$ cat config.mk
export PLATFORM = sky130hd
export DESIGN_NAME = sensor_validated_ema_filter_top
export DESIGN_NICKNAME = d
export VERILOG_FILES = /design/src/rtl/svef_pkg.sv /design/src/rtl/svef_cal.sv /design/src/rtl/svef_ema.sv /design/src/rtl/sensor_validated_ema_filter_top.sv
export SDC_FILE = /design/constraint.sdc
export NUM_CORES = 2
export LEC_CHECK = 0
export BUFFER_PORTS_ARGS = -buffer_cell sky130_fd_sc_hd__buf_2
export CORE_ASPECT_RATIO = 1.25
export CORE_MARGIN = 2
export CORE_UTILIZATION = 40
export DETAILED_ROUTE_END_ITERATION = 6
export PLACE_DENSITY_LB_ADDON = 0.05
export REMOVE_ABC_BUFFERS = 1
export SLEW_MARGIN = 20
export SYNTH_ARGS = -nofsm -noshare
export SYNTH_HDL_FRONTEND = slang
export SYNTH_HIERARCHICAL = 1
export SYNTH_SLANG_ARGS = --single-unit
export TNS_END_PERCENT = 10
$ cat constraint.sdc
create_clock -name clk_i -period 16.7 [get_ports clk_i]
set_input_delay 0.835 -clock clk_i [delete_from_list [all_inputs] [get_ports clk_i]]
set_output_delay 0.835 -clock clk_i [all_outputs]
set_load 0.1 [all_outputs]
$ cat src/rtl/svef_pkg.sv
`default_nettype none

package svef_pkg;

  // field widths
  localparam int BYTE_W     = 8;
  localparam int OFFSET_W   = 11;
  localparam int LIMIT_W    = 13;
  localparam int GAIN_W     = 16;
  localparam int STATE_W    = 21;
  localparam int TENTHS_W   = 14;
  localparam int DIFF_W     = STATE_W + 1;
  localparam int PROD_W     = GAIN_W + 1 + DIFF_W;
  localparam int WIDE_W     = 40;
  localparam int CFG_IDX_W  = 3;
  localparam int CFG_DATA_W = 16;

  // stream widths
  localparam int IN_DATA_W  = 4 * BYTE_W;
  localparam int OUT_DATA_W = ((2 * STATE_W + 7) / 8) * 8;
  localparam int OUT_PAD_W  = OUT_DATA_W - 2 * STATE_W;

  // default parameter values
  localparam int FRAC_BITS_DEF = 8;
  localparam int GAIN_BITS_DEF = 16;

  localparam int STATE_MAX = 2 ** (STATE_W - 1) - 1;
  localparam int STATE_MIN = -(2 ** (STATE_W - 1));

  typedef logic signed [STATE_W-1:0]  state_t;
  typedef logic signed [TENTHS_W-1:0] tenths_t;
  typedef logic signed [OFFSET_W-1:0] offset_t;
  typedef logic signed [LIMIT_W-1:0]  limit_t;
  typedef logic        [GAIN_W-1:0]   gain_t;

  // register map
  typedef enum logic [CFG_IDX_W-1:0] {
    CFG_TEMP_OFFSET = 3'd0,
    CFG_HUM_OFFSET  = 3'd1,
    CFG_TEMP_MIN    = 3'd2,
    CFG_TEMP_MAX    = 3'd3,
    CFG_HUM_MIN     = 3'd4,
    CFG_HUM_MAX     = 3'd5,
    CFG_TEMP_GAIN   = 3'd6,
    CFG_HUM_GAIN    = 3'd7
  } cfg_idx_e;

  // register reset values
  localparam offset_t TEMP_OFFSET_RST = -11'sd30;
  localparam offset_t HUM_OFFSET_RST  = 11'sd70;
  localparam limit_t  TEMP_MIN_RST    = 13'sd0;
  localparam limit_t  TEMP_MAX_RST    = 13'sd500;
  localparam limit_t  HUM_MIN_RST     = 13'sd200;
  localparam limit_t  HUM_MAX_RST     = 13'sd900;
  localparam gain_t   TEMP_GAIN_RST   = 16'd5243;
  localparam gain_t   HUM_GAIN_RST    = 16'd5243;

  // calibrated reading of one channel
  typedef struct packed {
    tenths_t value;
    logic    in_range;
  } cal_t;

  // clamp a wide signed value into the state range
  function automatic state_t sat_state(input logic signed [WIDE_W-1:0] v);
    state_t r;
    if (v > WIDE_W'(STATE_MAX)) begin
      r = state_t'(STATE_MAX);
    end else if (v < WIDE_W'(STATE_MIN)) begin
      r = state_t'(STATE_MIN);
    end else begin
      r = v[STATE_W-1:0];
    end
    return r;
  endfunction

endpackage

`default_nettype wire

$ cat src/rtl/svef_cal.sv
`default_nettype none

module svef_cal (
  input  logic                          [svef_pkg::BYTE_W-1:0] whole_i,
  input  logic                          [svef_pkg::BYTE_W-1:0] tenths_i,
  input  svef_pkg::offset_t                                    offset_i,
  input  svef_pkg::limit_t                                     min_i,
  input  svef_pkg::limit_t                                     max_i,
  output svef_pkg::cal_t                                       cal_o
);
  import svef_pkg::*;

  tenths_t value;

  // whole * 10 + tenths + offset, all in tenths
  assign value = $signed(TENTHS_W'(whole_i) * TENTHS_W'(10) + TENTHS_W'(tenths_i)
                         + TENTHS_W'(offset_i));

  // inclusive window check
  assign cal_o.value    = value;
  assign cal_o.in_range = (value >= TENTHS_W'(min_i)) && (value <= TENTHS_W'(max_i));

endmodule

`default_nettype wire

$ cat src/rtl/svef_ema.sv
`default_nettype none

module svef_ema #(
  parameter int FRAC_BITS = svef_pkg::FRAC_BITS_DEF,
  parameter int GAIN_BITS = svef_pkg::GAIN_BITS_DEF
) (
  input  svef_pkg::state_t  state_i,
  input  svef_pkg::tenths_t meas_i,
  input  svef_pkg::gain_t   gain_i,
  input  logic              primed_i,
  output svef_pkg::state_t  state_o
);
  import svef_pkg::*;

  logic signed [WIDE_W-1:0] scl_wide;
  state_t                   scl;
  logic signed [DIFF_W-1:0] diff;
  logic signed [PROD_W-1:0] prod;
  logic signed [PROD_W-1:0] step;
  logic signed [WIDE_W-1:0] sum_wide;

  // measurement scaled to the state format, clamped
  assign scl_wide = WIDE_W'(meas_i) <<< FRAC_BITS;
  assign scl      = sat_state(scl_wide);

  // gain * (meas - state), floor by arithmetic shift
  assign diff = DIFF_W'(scl) - DIFF_W'(state_i);
  assign prod = PROD_W'($signed({1'b0, gain_i})) * PROD_W'(diff);
  assign step = prod >>> GAIN_BITS;

  assign sum_wide = WIDE_W'(state_i) + WIDE_W'(step);

  // first accepted reading loads directly
  assign state_o = primed_i ? sat_state(sum_wide) : scl;

endmodule

`default_nettype wire

$ cat src/rtl/sensor_validated_ema_filter_top.sv
`default_nettype none

// Validated exponential moving average for a temperature / humidity sensor.
// Each input item carries one raw reading; each one yields exactly one result
// item with the filtered state after that reading. An item is held in the
// input register, then a single combinational pass (calibration, window
// check and one 17x22 multiply per channel) writes the state and the output
// register, so the block takes one item per cycle while the output is not
// stalled; the recurrence closes within that one pass. s_axis_tready drops
// only while both the input and output registers are full and the output is
// stalled. Configuration writes are always taken (cfg_ready_o is tied high).
module sensor_validated_ema_filter_top #(
  parameter int FRAC_BITS = svef_pkg::FRAC_BITS_DEF,
  parameter int GAIN_BITS = svef_pkg::GAIN_BITS_DEF
) (
  input  logic                                  clk_i,
  input  logic                                  rst_ni,
  // tdata: hum_whole, hum_tenths, temp_whole, temp_tenths (8 bits each)
  input  logic                                  s_axis_tvalid,
  output logic                                  s_axis_tready,
  input  logic [svef_pkg::IN_DATA_W-1:0]        s_axis_tdata,
  // tuser: read_ok
  input  logic                                  s_axis_tuser,
  // tdata: smoothed_temp [20:0], smoothed_hum [41:21], zero fill
  output logic                                  m_axis_tvalid,
  input  logic                                  m_axis_tready,
  output logic [svef_pkg::OUT_DATA_W-1:0]       m_axis_tdata,
  // tuser: have_value, sample_taken
  output logic [1:0]                            m_axis_tuser,
  input  logic                                  cfg_valid_i,
  output logic                                  cfg_ready_o,
  input  logic [svef_pkg::CFG_IDX_W-1:0]        cfg_index_i,
  input  logic [svef_pkg::CFG_DATA_W-1:0]       cfg_data_i
);
  import svef_pkg::*;

  // configuration registers
  offset_t temp_offset_q, hum_offset_q;
  limit_t  temp_min_q, temp_max_q, hum_min_q, hum_max_q;
  gain_t   temp_gain_q, hum_gain_q;

  // input register
  logic                   in_vld_q;
  logic                   read_ok_q;
  logic [IN_DATA_W-1:0]   in_data_q;

  // filter state
  state_t temp_q, hum_q, temp_d, hum_d;
  logic   primed_q;

  // output register
  logic   out_vld_q;
  state_t out_temp_q, out_hum_q;
  logic   out_have_q, out_taken_q;

  logic   out_free, advance, take;
  cal_t   temp_cal, hum_cal;

  assign cfg_ready_o = 1'b1;

  // config writes
  always_ff @(posedge clk_i or negedge rst_ni) begin
    if (!rst_ni) begin
      temp_offset_q <= TEMP_OFFSET_RST;
      hum_offset_q  <= HUM_OFFSET_RST;
      temp_min_q    <= TEMP_MIN_RST;
      temp_max_q    <= TEMP_MAX_RST;
      hum_min_q     <= HUM_MIN_RST;
      hum_max_q     <= HUM_MAX_RST;
      temp_gain_q   <= TEMP_GAIN_RST;
      hum_gain_q    <= HUM_GAIN_RST;
    end else if (cfg_valid_i) begin
      case (cfg_idx_e'(cfg_index_i))
        CFG_TEMP_OFFSET: temp_offset_q <= cfg_data_i[OFFSET_W-1:0];
        CFG_HUM_OFFSET:  hum_offset_q  <= cfg_data_i[OFFSET_W-1:0];
        CFG_TEMP_MIN:    temp_min_q    <= cfg_data_i[LIMIT_W-1:0];
        CFG_TEMP_MAX:    temp_max_q    <= cfg_data_i[LIMIT_W-1:0];
        CFG_HUM_MIN:     hum_min_q     <= cfg_data_i[LIMIT_W-1:0];
        CFG_HUM_MAX:     hum_max_q     <= cfg_data_i[LIMIT_W-1:0];
        CFG_TEMP_GAIN:   temp_gain_q   <= cfg_data_i[GAIN_W-1:0];
        CFG_HUM_GAIN:    hum_gain_q    <= cfg_data_i[GAIN_W-1:0];
        default: ;
      endcase
    end
  end

  // pipeline flow control
  assign out_free      = !out_vld_q || m_axis_tready;
  assign advance       = in_vld_q && out_free;
  assign s_axis_tready = !in_vld_q || out_free;

  // input register
  always_ff @(posedge clk_i or negedge rst_ni) begin
    if (!rst_ni) begin
      in_vld_q <= 1'b0;
    end else if (s_axis_tready) begin
      in_vld_q <= s_axis_tvalid;
    end
  end

  always_ff @(posedge clk_i) begin
    if (s_axis_tready && s_axis_tvalid) begin
      read_ok_q <= s_axis_tuser;
      in_data_q <= s_axis_tdata;
    end
  end

  // calibration and window check
  svef_cal u_hum_cal (
    .whole_i  (in_data_q[BYTE_W-1:0]),
    .tenths_i (in_data_q[2*BYTE_W-1:BYTE_W]),
    .offset_i (hum_offset_q),
    .min_i    (hum_min_q),
    .max_i    (hum_max_q),
    .cal_o    (hum_cal)
  );

  svef_cal u_temp_cal (
    .whole_i  (in_data_q[3*BYTE_W-1:2*BYTE_W]),
    .tenths_i (in_data_q[4*BYTE_W-1:3*BYTE_W]),
    .offset_i (temp_offset_q),
    .min_i    (temp_min_q),
    .max_i    (temp_max_q),
    .cal_o    (temp_cal)
  );

  assign take = read_ok_q && temp_cal.in_range && hum_cal.in_range;

  // smoothing update per channel
  svef_ema #(
    .FRAC_BITS (FRAC_BITS),
    .GAIN_BITS (GAIN_BITS)
  ) u_temp_ema (
    .state_i  (temp_q),
    .meas_i   (temp_cal.value),
    .gain_i   (temp_gain_q),
    .primed_i (primed_q),
    .state_o  (temp_d)
  );

  svef_ema #(
    .FRAC_BITS (FRAC_BITS),
    .GAIN_BITS (GAIN_BITS)
  ) u_hum_ema (
    .state_i  (hum_q),
    .meas_i   (hum_cal.value),
    .gain_i   (hum_gain_q),
    .primed_i (primed_q),
    .state_o  (hum_d)
  );

  // state update
  always_ff @(posedge clk_i or negedge rst_ni) begin
    if (!rst_ni) begin
      temp_q   <= '0;
      hum_q    <= '0;
      primed_q <= 1'b0;
    end else if (advance && take) begin
      temp_q   <= temp_d;
      hum_q    <= hum_d;
      primed_q <= 1'b1;
    end
  end

  // output register
  always_ff @(posedge clk_i or negedge rst_ni) begin
    if (!rst_ni) begin
      out_vld_q <= 1'b0;
    end else if (advance) begin
      out_vld_q <= 1'b1;
    end else if (m_axis_tready) begin
      out_vld_q <= 1'b0;
    end
  end

  always_ff @(posedge clk_i) begin
    if (advance) begin
      out_temp_q  <= take ? temp_d : temp_q;
      out_hum_q   <= take ? hum_d : hum_q;
      out_have_q  <= take || primed_q;
      out_taken_q <= take;
    end
  end

  assign m_axis_tvalid = out_vld_q;
  assign m_axis_tdata  = {{OUT_PAD_W{1'b0}}, out_hum_q, out_temp_q};
  assign m_axis_tuser  = {out_taken_q, out_have_q};

  // state stays zero until the first accepted reading
  a_unprimed_zero: assert property (@(posedge clk_i) disable iff (!rst_ni)
    !primed_q |-> (temp_q == '0) && (hum_q == '0))
    else $error("state nonzero before first accepted reading");

  // an accepted reading primes the filter
  a_take_primes: assert property (@(posedge clk_i) disable iff (!rst_ni)
    advance && take |=> primed_q)
    else $error("accepted reading did not prime the filter");

  // every advance lands in the output register with its flag
  a_advance_out: assert property (@(posedge clk_i) disable iff (!rst_ni)
    advance |=> out_vld_q && (out_taken_q == $past(take)))
    else $error("item lost between input and output register");

  // taken implies have_value on the same result
  a_taken_have: assert property (@(posedge clk_i) disable iff (!rst_ni)
    out_vld_q && out_taken_q |-> out_have_q)
    else $error("sample taken without have_value");

  // input only stalls when both stages are full and the output waits
  a_stall_cause: assert property (@(posedge clk_i) disable iff (!rst_ni)
    !s_axis_tready |-> in_vld_q && out_vld_q && !m_axis_tready)
    else $error("input stalled without a full pipeline");

endmodule

`default_nettype wire
==> impl_metrics.yaml <==
timing:
  layout_min_cycle_time_ns: 15.64
  final-setup-viol-count: 0
  maxSlewViolCount: 0
  rsz0062_at_grt: "no"
  tns_ns: 0
  finalCritPeriodShare: 0.937
  tightest_slew_ns: 1.06
  max_freq_mhz: 63.9
  skew_ns: 0.0189
  max_slew_margin: 0.295
  hold_violations: 0
critical_path:
  crit_path_start_kind: "register"
  setup.worst_path.class: "register to register"
  critical_path.top_delay_family: "adder cells"
  cp.required_ns: 16.99
  worstSetupEndpointType: "register"
  critical_path_buf_inv_count: 3
  path_max_fanout: 15
  worst-path-stages: 54
  rrSetupSlack_ns: 1.06
  rr_worst_depth: 54
  critical-path-max-stage-delay_ns: 0.92
  crit_arrival_ns: 15.94
  critPathSlowestCell: "fa_1"
worst_hold_path:
  hp-class: "input pin to asynchronous set/reset pin"
clock_network:
  cts_tree: "yes"
  cts_made_buffers: 27
  cts_root_buffer: "clkbuf_16"
  clkTransAtPathRegs_ns: 0.06
  htreeDepth: 1
  cts_hold_buf: 0
  clk_latency_ns: 0.55
  cts.path.max_buffers: 3
  clock-sinks: 228
route:
  via_per_inst: 5.10
  via_count: 31400
  route.detailed.drc: 0
  drt_iter0_markers: 1320
  wire_per_inst_um: 20.1
  dr.pass1.iters: 5
  postRouteAntennaNets: 0
  postRouteWirelength_mm: 124
placed_design:
  place.gp.congestion: 0.837
  port_buffers: 102
  place_inst: 6093
  dp_hpwl_mm: 97.7
yosys:
  synth-edff-count: 77
  yosys.cell_types.count: 105
  syn_avg_cell_area_um2: 9.33
  synth_flop_cell: "dfrtp_1"
  synth-seq-cells: 228
  yosysSeqAreaShare: 0.141
  yosysWarningCount: 6
  netlist_area_um2: 43600
  syn_inst: 4668
  async_flop_share: 0.662
floorplanning:
  die_h_um: 373
  pin_count: 110
  core_um2: 108000
  die_w_um: 299
  fp-row-count: 135
  die_area_um2: 112000
  initial_utilization: 0.402
final_layout:
  syn2layout_area_growth_pct: 6.92
  fin_nets: 5835
  final_cells: 6150
  final_cell_mix: "inv_1 (961), fa_1 (700), nand2_1 (491)"
  final_common_cell: "inv_1"
  drive_above_1_share: 0.113
global_routing:
  overflow: 0
  grt_start_max_net_pins: 84
  grt_usage: 0.228
  antenna_found_initial: 11
  grt_pass1_wl_mm: 198
  grt_pass1_vias: 33900
outcome:
  outcome: "complete, no violations"
job:
  maxCapViolCount: 0
-- final timing paths --
path / end / startpoint
setup / recovery: out_temp_q[2] / in_data_q[17]
hold / removal: temp_max_q[11] / rst_ni
setup reg to reg: out_temp_q[2] / in_data_q[17]
hold reg to reg: hum_offset_q[4] / hum_offset_q[4]
max in group asynchronous: hum_gain_q[11] / rst_ni
min in group clk_i: in_data_q[0] / s_axis_tdata[0]
-- what timing repair did --
item / in CTS / in global routing
endpoints found under the setup margin: 0 / 80
gates resized for setup: 0 / 11
endpoints found under the hold margin: 0 / 0
setup buffers: 0 / 4
-- cell usage after synthesis, types with 38 or more instances --
master,count,area share
a21o_1,71,0.012
a21oi_1,132,0.015
and2_1,315,0.045
clkbuf_1,134,0.012
dfrtp_1,112,0.064
dfstp_2,39,0.024
edfxtp_1,77,0.053
fa_1,700,0.32
ha_1,390,0.11
inv_1,961,0.083
mux2_2,191,0.049
nand2_1,491,0.042
nand3_1,56,0.0064
nor2_1,140,0.012
nor2b_1,38,0.0055
o21ai_0,93,0.011
xnor2_1,120,0.024
xor2_1,54,0.011
-- layout make-up --
type / count / area, um^2
diodes: 3 / 7.51
clock buffers: 32 / 694
clock inverters: 18 / 183
fillers: 10900 / 61700
inverters: 963 / 3610
multi-input cells: 3285 / 33000
flip-flops and latches: 228 / 6140
well taps: 1438 / 1800
repair buffers: 183 / 1140
-- state kept, by name, summed over array words and instances (netlist names), 11 cells and up --
name           flops
out_temp_q        21
temp_min_q        13
in_data_q         32
temp_gain_q       16
hum_q             21
temp_max_q        13
temp_offset_q     11
hum_offset_q      11
hum_gain_q        16
temp_q            21
hum_min_q         13
out_hum_q         21
hum_max_q         13
-- stage by stage --
| step | hold WS, ns | util | cell area, um^2 | setup WS [ns] |
|---|---|---|---|---|
| 2_1_floorplan | 0.458 | - | 42700 | 1.64 |
| 5_1_grt | 0.411 | 0.430 | 46600 | 0.101 |
| 3_5_place_dp | 0.488 | 0.421 | 45600 | 0.201 |
| 3_3_place_gp | 0.476 | 0.421 | 45600 | 0.166 |
| 4_1_cts | 0.378 | 0.429 | 46500 | 0.129 |
| 6_report | 0.349 | 0.430 | 46600 | 1.06 |
-- layer usage --
metal / part of all wire / wire length, um / track usage / up-vias
li1: - / - / - / 14800
met2: 0.49 / 61100 / 0.397 / 539
met4: 0.025 / 3080 / 0.0513 / 8
met3: 0.040 / 4890 / 0.0278 / 149
met5: 0.00036 / 45 / 0 / -
met1: 0.44 / 54600 / 0.303 / 15900
-- logic make-up (layout without fill, tap and decap cells) --
logic type,count (synthesis),after routing,share of synthesized area
adders and majority gates,1096,1096,0.435
xor gates and xnor gates,175,175,0.0354
buffers and inverters,1160,1196,0.104
and+or+nand+nor,1255,1255,0.145
muxes,196,196,0.0506
AOI/OAI and AO/OA,556,556,0.0892
DFF,228,228,0.141
other,2,10,0.000172
Power is not shown: default switching activity piles up to over one toggle a cycle in this logic, so the estimate is an artifact.
